File: config.mk
export PLATFORM = sky130hd
export DESIGN_NAME = contrast_stretch_min_max_unit
export DESIGN_NICKNAME = d
export VERILOG_FILES = /design/src/rtl/csmm_pkg.sv /design/src/rtl/csmm_front.sv /design/src/rtl/csmm_div.sv /design/src/rtl/csmm_back.sv /design/src/rtl/contrast_stretch_min_max_unit.sv
export SDC_FILE = /design/constraint.sdc
export NUM_CORES = 1
export LEC_CHECK = 0
export BUFFER_PORTS_ARGS = -buffer_cell sky130_fd_sc_hd__buf_2
export CORE_ASPECT_RATIO = 1.75
export CORE_UTILIZATION = 50
export DETAILED_ROUTE_END_ITERATION = 8
export HOLD_SLACK_MARGIN = 0.1
export PLACE_DENSITY = 0.69
export SYNTH_ARGS = -nofsm -noshare
export SYNTH_HDL_FRONTEND = slang
export SYNTH_HIERARCHICAL = 1
export SYNTH_SLANG_ARGS = --single-unit
File: constraint.sdc
create_clock -name i_clk -period 4.3 [get_ports i_clk]
set_input_delay 0 -clock i_clk [delete_from_list [all_inputs] [get_ports i_clk]]
set_output_delay 0 -clock i_clk [all_outputs]
set_load 0.02 [all_outputs]
File: src/rtl/csmm_pkg.sv
// Shared types and constants for the min/max contrast stretch block.
// Used by csmm_front, csmm_div, csmm_back and the top level.
package csmm_pkg;

    localparam int unsigned PIX_W = 8;
    localparam logic [PIX_W-1:0] FULL_SCALE = 8'd255;
    localparam int unsigned QUEUE_DEPTH = 2;

    typedef enum logic [1:0] {
        OP_MEASURE = 2'd0,
        OP_APPLY   = 2'd1,
        OP_CLEAR   = 2'd2
    } t_op;

    typedef struct packed {
        t_op              op;
        logic [PIX_W-1:0] pixel;
    } t_item;

endpackage

File: src/rtl/csmm_front.sv
// Front end: accepts requests, drops the unused opcode and queues the rest.
// Depends on csmm_pkg for the item type and queue depth.
module csmm_front (
    input  logic                  i_clk,
    input  logic                  i_rst_n,
    input  logic                  start,
    output logic                  busy,
    input  logic [1:0]            i_opcode,
    input  logic [7:0]            i_pixel_in,
    output csmm_pkg::t_item       o_item,
    output logic                  o_item_valid,
    input  logic                  i_item_pop
);
    import csmm_pkg::*;

    localparam int unsigned PTR_W = (QUEUE_DEPTH > 1) ? $clog2(QUEUE_DEPTH) : 1;
    localparam int unsigned CNT_W = $clog2(QUEUE_DEPTH + 1);

    t_item            r_mem [QUEUE_DEPTH];
    logic [PTR_W-1:0] r_wr_ptr, n_wr_ptr;
    logic [PTR_W-1:0] r_rd_ptr, n_rd_ptr;
    logic [CNT_W-1:0] r_count, n_count;
    logic             accept;
    logic             known_op;
    logic             push;
    logic             pop;

    assign busy     = (r_count == CNT_W'(QUEUE_DEPTH));
    assign accept   = start && !busy;
    assign known_op = (i_opcode == OP_MEASURE) || (i_opcode == OP_APPLY) ||
                      (i_opcode == OP_CLEAR);
    // Opcode 3 is accepted but changes nothing, so it never enters the queue.
    assign push     = accept && known_op;
    assign pop      = i_item_pop && (r_count != '0);

    assign o_item_valid = (r_count != '0);
    assign o_item       = r_mem[r_rd_ptr];

    always_comb begin
        n_wr_ptr = r_wr_ptr;
        n_rd_ptr = r_rd_ptr;
        n_count  = r_count;
        if (push) begin
            n_wr_ptr = (r_wr_ptr == PTR_W'(QUEUE_DEPTH - 1)) ? '0 : r_wr_ptr + 1'b1;
        end
        if (pop) begin
            n_rd_ptr = (r_rd_ptr == PTR_W'(QUEUE_DEPTH - 1)) ? '0 : r_rd_ptr + 1'b1;
        end
        if (push && !pop) begin
            n_count = r_count + 1'b1;
        end else if (pop && !push) begin
            n_count = r_count - 1'b1;
        end
    end

    always_ff @(posedge i_clk) begin
        if (!i_rst_n) begin
            r_wr_ptr <= '0;
            r_rd_ptr <= '0;
            r_count  <= '0;
        end else begin
            r_wr_ptr <= n_wr_ptr;
            r_rd_ptr <= n_rd_ptr;
            r_count  <= n_count;
        end
    end

    always_ff @(posedge i_clk) begin
        if (push) begin
            r_mem[r_wr_ptr] <= '{op: t_op'(i_opcode), pixel: i_pixel_in};
        end
    end

endmodule

File: src/rtl/csmm_div.sv
// Restoring divider for the scale factor: FULL_SCALE / divisor, one bit per cycle.
// Depends on csmm_pkg for the pixel width and the full-scale constant.
module csmm_div (
    input  logic       i_clk,
    input  logic       i_rst_n,
    input  logic       i_start,
    input  logic [7:0] i_divisor,
    output logic       o_done,
    output logic [7:0] o_quotient
);
    import csmm_pkg::*;

    localparam int unsigned IDX_W = $clog2(PIX_W);

    logic             r_active;
    logic             r_done;
    logic [IDX_W-1:0] r_idx;
    logic [PIX_W-1:0] r_rem;
    logic [PIX_W-1:0] r_quot;
    logic [PIX_W-1:0] r_div;
    logic [PIX_W:0]   shifted;
    logic             q_bit;
    logic [PIX_W:0]   diff;

    assign shifted = {r_rem, FULL_SCALE[r_idx]};
    assign diff    = shifted - {1'b0, r_div};
    assign q_bit   = (shifted >= {1'b0, r_div});

    assign o_done     = r_done;
    assign o_quotient = r_quot;

    always_ff @(posedge i_clk) begin
        if (!i_rst_n) begin
            r_active <= 1'b0;
            r_done   <= 1'b0;
        end else begin
            r_done <= 1'b0;
            if (i_start) begin
                r_active <= 1'b1;
            end else if (r_active && (r_idx == '0)) begin
                r_active <= 1'b0;
                r_done   <= 1'b1;
            end
        end
    end

    always_ff @(posedge i_clk) begin
        if (i_start) begin
            r_idx  <= IDX_W'(PIX_W - 1);
            r_rem  <= '0;
            r_quot <= '0;
            r_div  <= i_divisor;
        end else if (r_active) begin
            r_idx  <= r_idx - 1'b1;
            r_rem  <= q_bit ? diff[PIX_W-1:0] : shifted[PIX_W-1:0];
            r_quot <= {r_quot[PIX_W-2:0], q_bit};
        end
    end

endmodule

File: src/rtl/csmm_back.sv
// Back end: keeps the frame statistics and scale, and stretches apply requests.
// Depends on csmm_pkg and instantiates csmm_div for the scale factor.
module csmm_back (
    input  logic            i_clk,
    input  logic            i_rst_n,
    input  csmm_pkg::t_item i_item,
    input  logic            i_item_valid,
    output logic            o_item_pop,
    output logic            o_strobe,
    output logic [7:0]      o_pixel_out,
    output logic            o_degenerate
);
    import csmm_pkg::*;

    typedef enum logic [3:0] {
        S_IDLE = 4'b0001,
        S_DIV  = 4'b0010,
        S_MUL  = 4'b0100,
        S_OUT  = 4'b1000
    } t_state;

    t_state             r_state;
    logic [PIX_W-1:0]   r_min;
    logic [PIX_W-1:0]   r_max;
    logic [PIX_W-1:0]   r_scale;
    logic               r_scale_ready;
    logic [PIX_W-1:0]   r_diff;
    logic               r_zero;
    logic               r_degen;
    logic [2*PIX_W-1:0] r_prod;
    logic               r_strobe;
    logic [PIX_W-1:0]   r_pix_out;
    logic               r_degen_out;

    logic             pop;
    logic             degen;
    logic             div_start;
    logic             div_done;
    logic [PIX_W-1:0] div_quot;

    assign pop   = (r_state == S_IDLE) && i_item_valid;
    assign degen = !(r_max > r_min);
    // The divide runs only for the first apply after a measure, clear or reset, and not for a degenerate range.
    assign div_start = pop && (i_item.op == OP_APPLY) && !r_scale_ready && !degen;

    assign o_item_pop   = pop;
    assign o_strobe     = r_strobe;
    assign o_pixel_out  = r_pix_out;
    assign o_degenerate = r_degen_out;

    csmm_div u_div (
        .i_clk      (i_clk),
        .i_rst_n    (i_rst_n),
        .i_start    (div_start),
        .i_divisor  (r_max - r_min),
        .o_done     (div_done),
        .o_quotient (div_quot)
    );

    always_ff @(posedge i_clk) begin
        if (!i_rst_n) begin
            r_state       <= S_IDLE;
            r_min         <= FULL_SCALE;
            r_max         <= '0;
            r_scale       <= '0;
            r_scale_ready <= 1'b0;
            r_strobe      <= 1'b0;
        end else begin
            r_strobe <= 1'b0;
            case (r_state)
                S_IDLE: begin
                    if (pop) begin
                        case (i_item.op)
                            OP_MEASURE: begin
                                if (i_item.pixel < r_min) begin
                                    r_min <= i_item.pixel;
                                end
                                if (i_item.pixel > r_max) begin
                                    r_max <= i_item.pixel;
                                end
                                r_scale_ready <= 1'b0;
                            end
                            OP_CLEAR: begin
                                r_min         <= FULL_SCALE;
                                r_max         <= '0;
                                r_scale_ready <= 1'b0;
                            end
                            OP_APPLY: begin
                                if (r_scale_ready) begin
                                    r_state <= S_MUL;
                                end else if (degen) begin
                                    r_scale       <= '0;
                                    r_scale_ready <= 1'b1;
                                    r_state       <= S_MUL;
                                end else begin
                                    r_state <= S_DIV;
                                end
                            end
                            default: begin
                            end
                        endcase
                    end
                end
                S_DIV: begin
                    if (div_done) begin
                        r_scale       <= div_quot;
                        r_scale_ready <= 1'b1;
                        r_state       <= S_MUL;
                    end
                end
                S_MUL: begin
                    r_state <= S_OUT;
                end
                S_OUT: begin
                    r_strobe <= 1'b1;
                    r_state  <= S_IDLE;
                end
                default: begin
                    r_state <= S_IDLE;
                end
            endcase
        end
    end

    always_ff @(posedge i_clk) begin
        if (pop && (i_item.op == OP_APPLY)) begin
            r_diff  <= i_item.pixel - r_min;
            r_zero  <= degen || (i_item.pixel < r_min);
            r_degen <= degen;
        end
        if (r_state == S_MUL) begin
            r_prod <= r_diff * r_scale;
        end
        if (r_state == S_OUT) begin
            if (r_zero) begin
                r_pix_out <= '0;
            end else if (r_prod > {{PIX_W{1'b0}}, FULL_SCALE}) begin
                r_pix_out <= FULL_SCALE;
            end else begin
                r_pix_out <= r_prod[PIX_W-1:0];
            end
            r_degen_out <= r_degen;
        end
    end

endmodule

File: src/rtl/contrast_stretch_min_max_unit.sv
// Min/max contrast stretch; measure and clear requests retire at one per cycle while no apply
// is in progress. An apply is queued, popped by the idle back end, multiplied in S_MUL and
// strobed from S_OUT; the first apply after a measure or clear also waits in S_DIV for the
// bit-serial divider unless the range is degenerate. Results are never held off. The back end
// pops nothing until an apply is through; busy is high while the 2-entry request queue is full.
// Synchronous active-low reset sets min 255, max 0 and invalidates the scale; no clearing pass.
module contrast_stretch_min_max_unit (
    input  logic       i_clk,
    input  logic       i_rst_n,
    input  logic       start,
    output logic       busy,
    input  logic [1:0] i_opcode,
    input  logic [7:0] i_pixel_in,
    output logic       o_strobe,
    output logic [7:0] o_pixel_out,
    output logic       o_degenerate
);
    import csmm_pkg::*;

    t_item item;
    logic  item_valid;
    logic  item_pop;

    csmm_front u_front (
        .i_clk        (i_clk),
        .i_rst_n      (i_rst_n),
        .start        (start),
        .busy         (busy),
        .i_opcode     (i_opcode),
        .i_pixel_in   (i_pixel_in),
        .o_item       (item),
        .o_item_valid (item_valid),
        .i_item_pop   (item_pop)
    );

    csmm_back u_back (
        .i_clk        (i_clk),
        .i_rst_n      (i_rst_n),
        .i_item       (item),
        .i_item_valid (item_valid),
        .o_item_pop   (item_pop),
        .o_strobe     (o_strobe),
        .o_pixel_out  (o_pixel_out),
        .o_degenerate (o_degenerate)
    );

    // A degenerate range always stretches to black.
    a_degen_zero: assert property (@(posedge i_clk) disable iff (!i_rst_n)
        (o_strobe && o_degenerate) |-> (o_pixel_out == 8'd0))
        else $error("degenerate result with nonzero pixel");

    // The output sequence never issues two results in adjacent cycles.
    a_strobe_gap: assert property (@(posedge i_clk) disable iff (!i_rst_n)
        o_strobe |=> !o_strobe)
        else $error("result strobe held for two cycles");

    // Reset leaves the queue empty and no result pending.
    a_reset_quiet: assert property (@(posedge i_clk)
        !i_rst_n |=> (!busy && !o_strobe))
        else $error("busy or strobe after reset");

    // No result strobe directly follows an apply pop by the back end.
    a_pop_before_result: assert property (@(posedge i_clk) disable iff (!i_rst_n)
        (item_pop && (item.op == OP_APPLY)) |=> !o_strobe)
        else $error("result strobe right after an apply pop");

endmodule

* Word level (Yosys, flattened, before mapping)
Memories as Yosys holds them, arrays and structs flattened. A register that Yosys moved wholly into a read port is not among the register bits.
Cells that the tools add are included.
** Storage, ports and cells
- Register bits :: 98
- Bits in writable memories :: 20
- ROM bits :: 8
- Input bits :: 13
- Output and inout bits :: 11
- Logic and storage cells :: 128
- Memories :: 2
** Cells by class
- Add/subtract/negate cells :: 8
- Multiply operators :: 1
- $lt $le $gt $ge :: 6
- Eq/ne operators :: 17
- Mux-type cells :: 39
- Bitwise logic cells :: 1
- Reduce and logical (&&, ||, !) cells :: 33
** Memories
- u_front.r_mem :: words 2, width 10, read ports 1, clocked after memory_dff 1, write ports 1, RTL line csmm_front.sv:19 : t_item r_mem [QUEUE_DEPTH];
- (no name shown) :: words 8, width 1, read ports 1, clocked after memory_dff 1, write ports 0, RTL line csmm_div.sv:25 : assign shifted = {r_rem, FULL_SCALE[r_idx]};
** Operator list (count)
- two-way mux 8 bit :: 9
- one-hot mux 8 bit (2 select lines) :: 3
- subtractor 8 bit :: 3
- greater-than comparator 16 x 8 -> 1 bit (second input constant) :: 1
- greater-than comparator 8 bit :: 2
- multiplier 8 x 8 -> 16 bit :: 1
- two-way mux 4 bit :: 4
- two-way mux 1 bit :: 15
- one-hot mux 4 bit (3 select lines) :: 1
- AND reduction 4 bit :: 3
- logical AND 1 bit :: 10
- nonzero test 2 bit :: 5
- >= comparator 9 x 8 -> 1 bit :: 1
- two-way mux 3 bit :: 3
- less-than comparator 8 bit :: 1
- inequality test 2 bit (second input constant) :: 4
- equality test 2 bit (second input constant) :: 3
- inequality test 2 x 1 -> 1 bit (second input constant) :: 3
- AND reduction 6 bit :: 1
- logical NOT 1 bit :: 5
- equality test 2 x 1 -> 1 bit (second input constant) :: 2
- equality test 4 x 1 -> 1 bit (second input constant) :: 1
- equality test 4 x 2 -> 1 bit (second input constant) :: 1
- equality test 4 x 3 -> 1 bit (second input constant) :: 1
- other kinds (15) :: 22

* Logic depth before layout (Yosys ltp)
- Word-level depth :: 8
- Depth in mapped cells :: 15
- Gate-level depth less buffers :: 15

* Modules after synthesis
Netlist, hierarchy kept.
** By module, submodules not included
- csmm_back :: times used 1, cells an instance 579, area an instance 5476.5 um^2, sequential area each 1651.6 um^2
- csmm_div :: times used 1, cells an instance 144, area an instance 1425.1 um^2, sequential area each 660.6 um^2
- csmm_front :: times used 1, cells an instance 56, area an instance 970.9 um^2, sequential area each 700.7 um^2

* Worst setup path before layout
No wires, ideal clock.
- Path kind :: register to register
- From :: register u_back.r_diff[2]
- To :: register u_back.r_prod[12] (data pin)
- Library setup time :: 0.195 ns
- Arrival :: 4.181 ns
- Data required time :: 4.105 ns
- Path slack :: -0.076 ns
- Cell stages (with the launch flop) :: 14
- Path buffers :: 0
- Clock period less this slack :: 4.376 ns
- Path through :: edfxtp_1 > and2_1 > fa_1 > fa_1 > fa_1 > inv_1 > fa_1 > inv_1 > ha_1 > a21oi_1 > o21ai_0 > o21ai_0 > or4b_2 > o311ai_0
** On the way
- Cells in the longest elaborated chain, start to end :: 1
** RTL lines
- start: declaration :: RTL line csmm_back.sv:27 : logic [PIX_W-1:0] r_diff;
- start signal: assignment :: RTL line csmm_back.sv:127 : r_diff <= i_item.pixel - r_min;
- multiplier 8 x 8 -> 16 bit :: RTL line csmm_back.sv:132 : r_prod <= r_diff * r_scale;
- end signal: assignment :: RTL line csmm_back.sv:132
- end: declaration :: RTL line csmm_back.sv:30 : logic [2*PIX_W-1:0] r_prod;
No other way between the ends.
A chain may end at the register's enable or synchronous reset.

* Worst setup path after layout
- From :: register u_back.r_diff[3]
- To :: register u_back.r_prod[12] (data pin)
The elaborated chain is that of the path after synthesis.

==> impl_metrics.toml <==
[status]
outcome = "finished clean"

[yosys]
ys_seq_area_frac = 0.383
ys_top_cells_by_count = "97 x inv_1, 70 x ha_1, 66 x nor2_1"
synth_flop_cell = "edfxtp_1"
synth_top_area_frac = 0.240
syn_area_per_cell_sq_um = 10.1
synthTopCellsByArea = "edfxtp_1 24%, dfxtp_1 14%, ha_1 11%"
async_flop_share = 0
yosysMostFrequentCell = "inv_1"
syn_area_sq_um = 7870
synth-edff-count = 63
synthCells = 779
syn-num-nets = 901
synthDistinctLibCells = 63
synth_area_leader_cell = "edfxtp_1"
yosysWarnings = 6
synth-seq-cells = 119

[route]
drc = 0
routed_wl_microns = 18200
first_pass_iters = 4
ant_nets = 0
dr_total_vias = 5887
drtIter0Drc = 186
via_per_inst = 5.55
routedWlPerCell_microns = 17.1

[die]
chipWidth_microns = 96.9
coreArea_sq_um = 15400
rows = 60
pin_count = 24
dieArea_sq_um = 16300
initial_core_util = 0.512
die_y_microns = 168

[cts]
path_clk_slew_ns = 0.06
clk_latency_ns = 0.42
root_buffer = "clkbuf_16"
numCtsBuffers = 17
cts_tree = "built"
clockBufferDepth = 2
cts_num_sinks = 119
h-tree-depth = 4

[layout]
diodes = 0
fin_util = 0.609
seq_area_sq_um = 3020
drive_gt1_frac = 0.190
area_delta_synth_final_pct = 19.0
post_layout_nonfiller_instances = 1061
multi_input_area_sq_um = 4570
nFillCells = 1260
nNetsFinal = 984

[placed_design]
dp_slack_ns = -0.222
placed_cells = 1010
dp_hpwl_microns = 14200
place_congestion = 0.927
numPortBuffers = 23

[sta]
setup_ws_ns = 0.0649
slew-limit-headroom = 0.295
worst_pin_slew_ns = 1.06
hold_ws_ns = 0.308
drv_slew = 0
finClkSkew_ns = 0.0189
hold_violations = 0
fin_crit_ns = 4.24
fmax_ghz = 0.236
rsz0062_at_grt = "yes"
fin_crit_sh = 0.985
finalSetupViolations = 0
fin_tns_setup_ns = 0

[grt]
grt_pass1_vias = 6259
grt_pass1_wl_microns = 29600
grt_max_degree = 29
grt_usage = 0.233
antenna_found_initial = 0
grt_overflow = 0

[power_and_ir_drop]
power.leakage_nw = 4.11
power.internal_w = 0.00262
pwr_density_cell_nw_per_um2 = 413
clkPwrFrac = 0.357
p_seq_frac = 0.378
ir_drop_v = 0.000307
power_frac_comb = 0.265
netSwitchingFraction = 0.323
power.switching_w = 0.00125

[setup_path]
worstPathArrival_ns = 4.46
worst_r2r_path_depth = 13
critPathLaunchType = "register"
worstPathRequired_ns = 4.53
critical_path_class = "reg2reg"
end_kind = "register"
cp_max_fo = 7

[hold_path]
min_path_cells = 2
min_path_type = "in2reg"

[run]
maxCapViolations = 0
[power by group through the flow]
| stage | sequential [W] | clock (W) | combinational [W] |
|---|---|---|---|
| global route | 0.00148 | 0.00146 | 0.00112 |
| global placement | 0.00147 | 0 | 0.000944 |
| floorplan | 0.00144 | 0 | 0.000721 |
| CTS | 0.00146 | 0.00140 | 0.00101 |
| finish | 0.00146 | 0.00138 | 0.00103 |
| detailed placement | 0.00148 | 0 | 0.000982 |
[cell families after synthesis]
| logic type | synth area share |
|---|---|
| and+or+nand+nor | 0.168 |
| DFF | 0.383 |
| AOI/OAI and AO/OA | 0.102 |
| buffers and inverters | 0.0566 |
| adders and majority gates | 0.210 |
| muxes | 0.0512 |
| xor gates and xnor gates | 0.0289 |
[worst paths after layout]
| check | from | to | slack (ns) |
|---|---|---|---|
| worst max register to register | u_back/r_diff[3]$_DFFE_PP_ | u_back/r_prod[12]$_DFFE_PP_ | 0.06 |
| worst min register to register | u_back/r_degen$_DFFE_PP_ | u_back/o_degenerate$_DFFE_PP_ | 0.42 |
| worst max-delay path | u_back/r_diff[3]$_DFFE_PP_ | u_back/r_prod[12]$_DFFE_PP_ | 0.06 |
| worst min-delay path | i_pixel_in[6] | u_front/r_mem[1][6]$_DFFE_PP_ | 0.31 |
[worst max-delay path, stage by stage (launching register included)]
cell,delay [ns]
edfxtp_1,0.50
and2_4,0.22
fa_1,0.48
fa_1,0.51
fa_1,0.53
inv_2,0.04
fa_1,0.52
inv_2,0.05
ha_4,0.23
a21oi_2,0.14
o21ai_2,0.08
o21ai_2,0.16
or4b_4,0.47
o311ai_1,0.10
[registers in the layout, summed over array words and instances, names as in the netlist, 2 cells and up, named ones only]
name                     cells
u_back/u_div/r_div           8
u_back/r_prod               16
u_back/r_min                 8
u_back/r_scale               8
u_back/u_div/r_idx           3
u_front/r_mem               20
u_back/o_pixel_out           8
u_back/u_div/r_rem           8
u_back/u_div/o_quotient      8
u_back/r_state               4
u_back/r_diff                8
u_front/r_count              2
u_back/r_max                 8
[final cells by class]
class / instances / share of cell area
clock buffers: 19 / 0.0507
clock inverters: 13 / 0.0116
well taps: 186 / 0.0248
flip-flops and latches: 119 / 0.322
repair buffers: 82 / 0.0642
inverters: 97 / 0.0389
multi-input cells: 545 / 0.488
[cell usage in the layout, fill, tap and decap left out, types with 19 or more instances in the layout]
cell,netlist,layout
dfxtp_1,56,53
nor3_1,21,19
inv_1,97,92
and2_1,61,53
clkbuf_16,0,19
buf_2,2,23
fa_1,39,36
mux2i_1,29,29
a21oi_1,28,25
ha_1,70,65
nor2_1,66,65
xnor2_1,19,19
edfxtp_1,63,63
buf_4,1,43
nand2_1,44,41
[timing repair]
item                                    in CTS  in global routing
endpoints found under the setup margin       3                  5
setup buffers                                4                  3
gates resized for setup                     15                 31
endpoints found under the hold margin       33                  0
pin swaps                                    8                 28
hold buffers                                13                  0
[stage by stage]
step | total power, W | cell area (sq um)
global route | 0.00406 | 9370
floorplan | 0.00216 | 7890
detailed placement | 0.00246 | 8480
global placement | 0.00242 | 8480
finish | 0.00387 | 9370
CTS | 0.00387 | 9250
[per-layer routing]
metal  vias to the layer above  track usage  share of wire
li1                       2851            -              -
met1                      2885        0.205           0.34
met2                       109        0.478           0.60
met3                        42       0.0448          0.021
met4                         0        0.125          0.046
met5                         -            0              0
No activity file was read; power rests on OpenSTA's default activity.
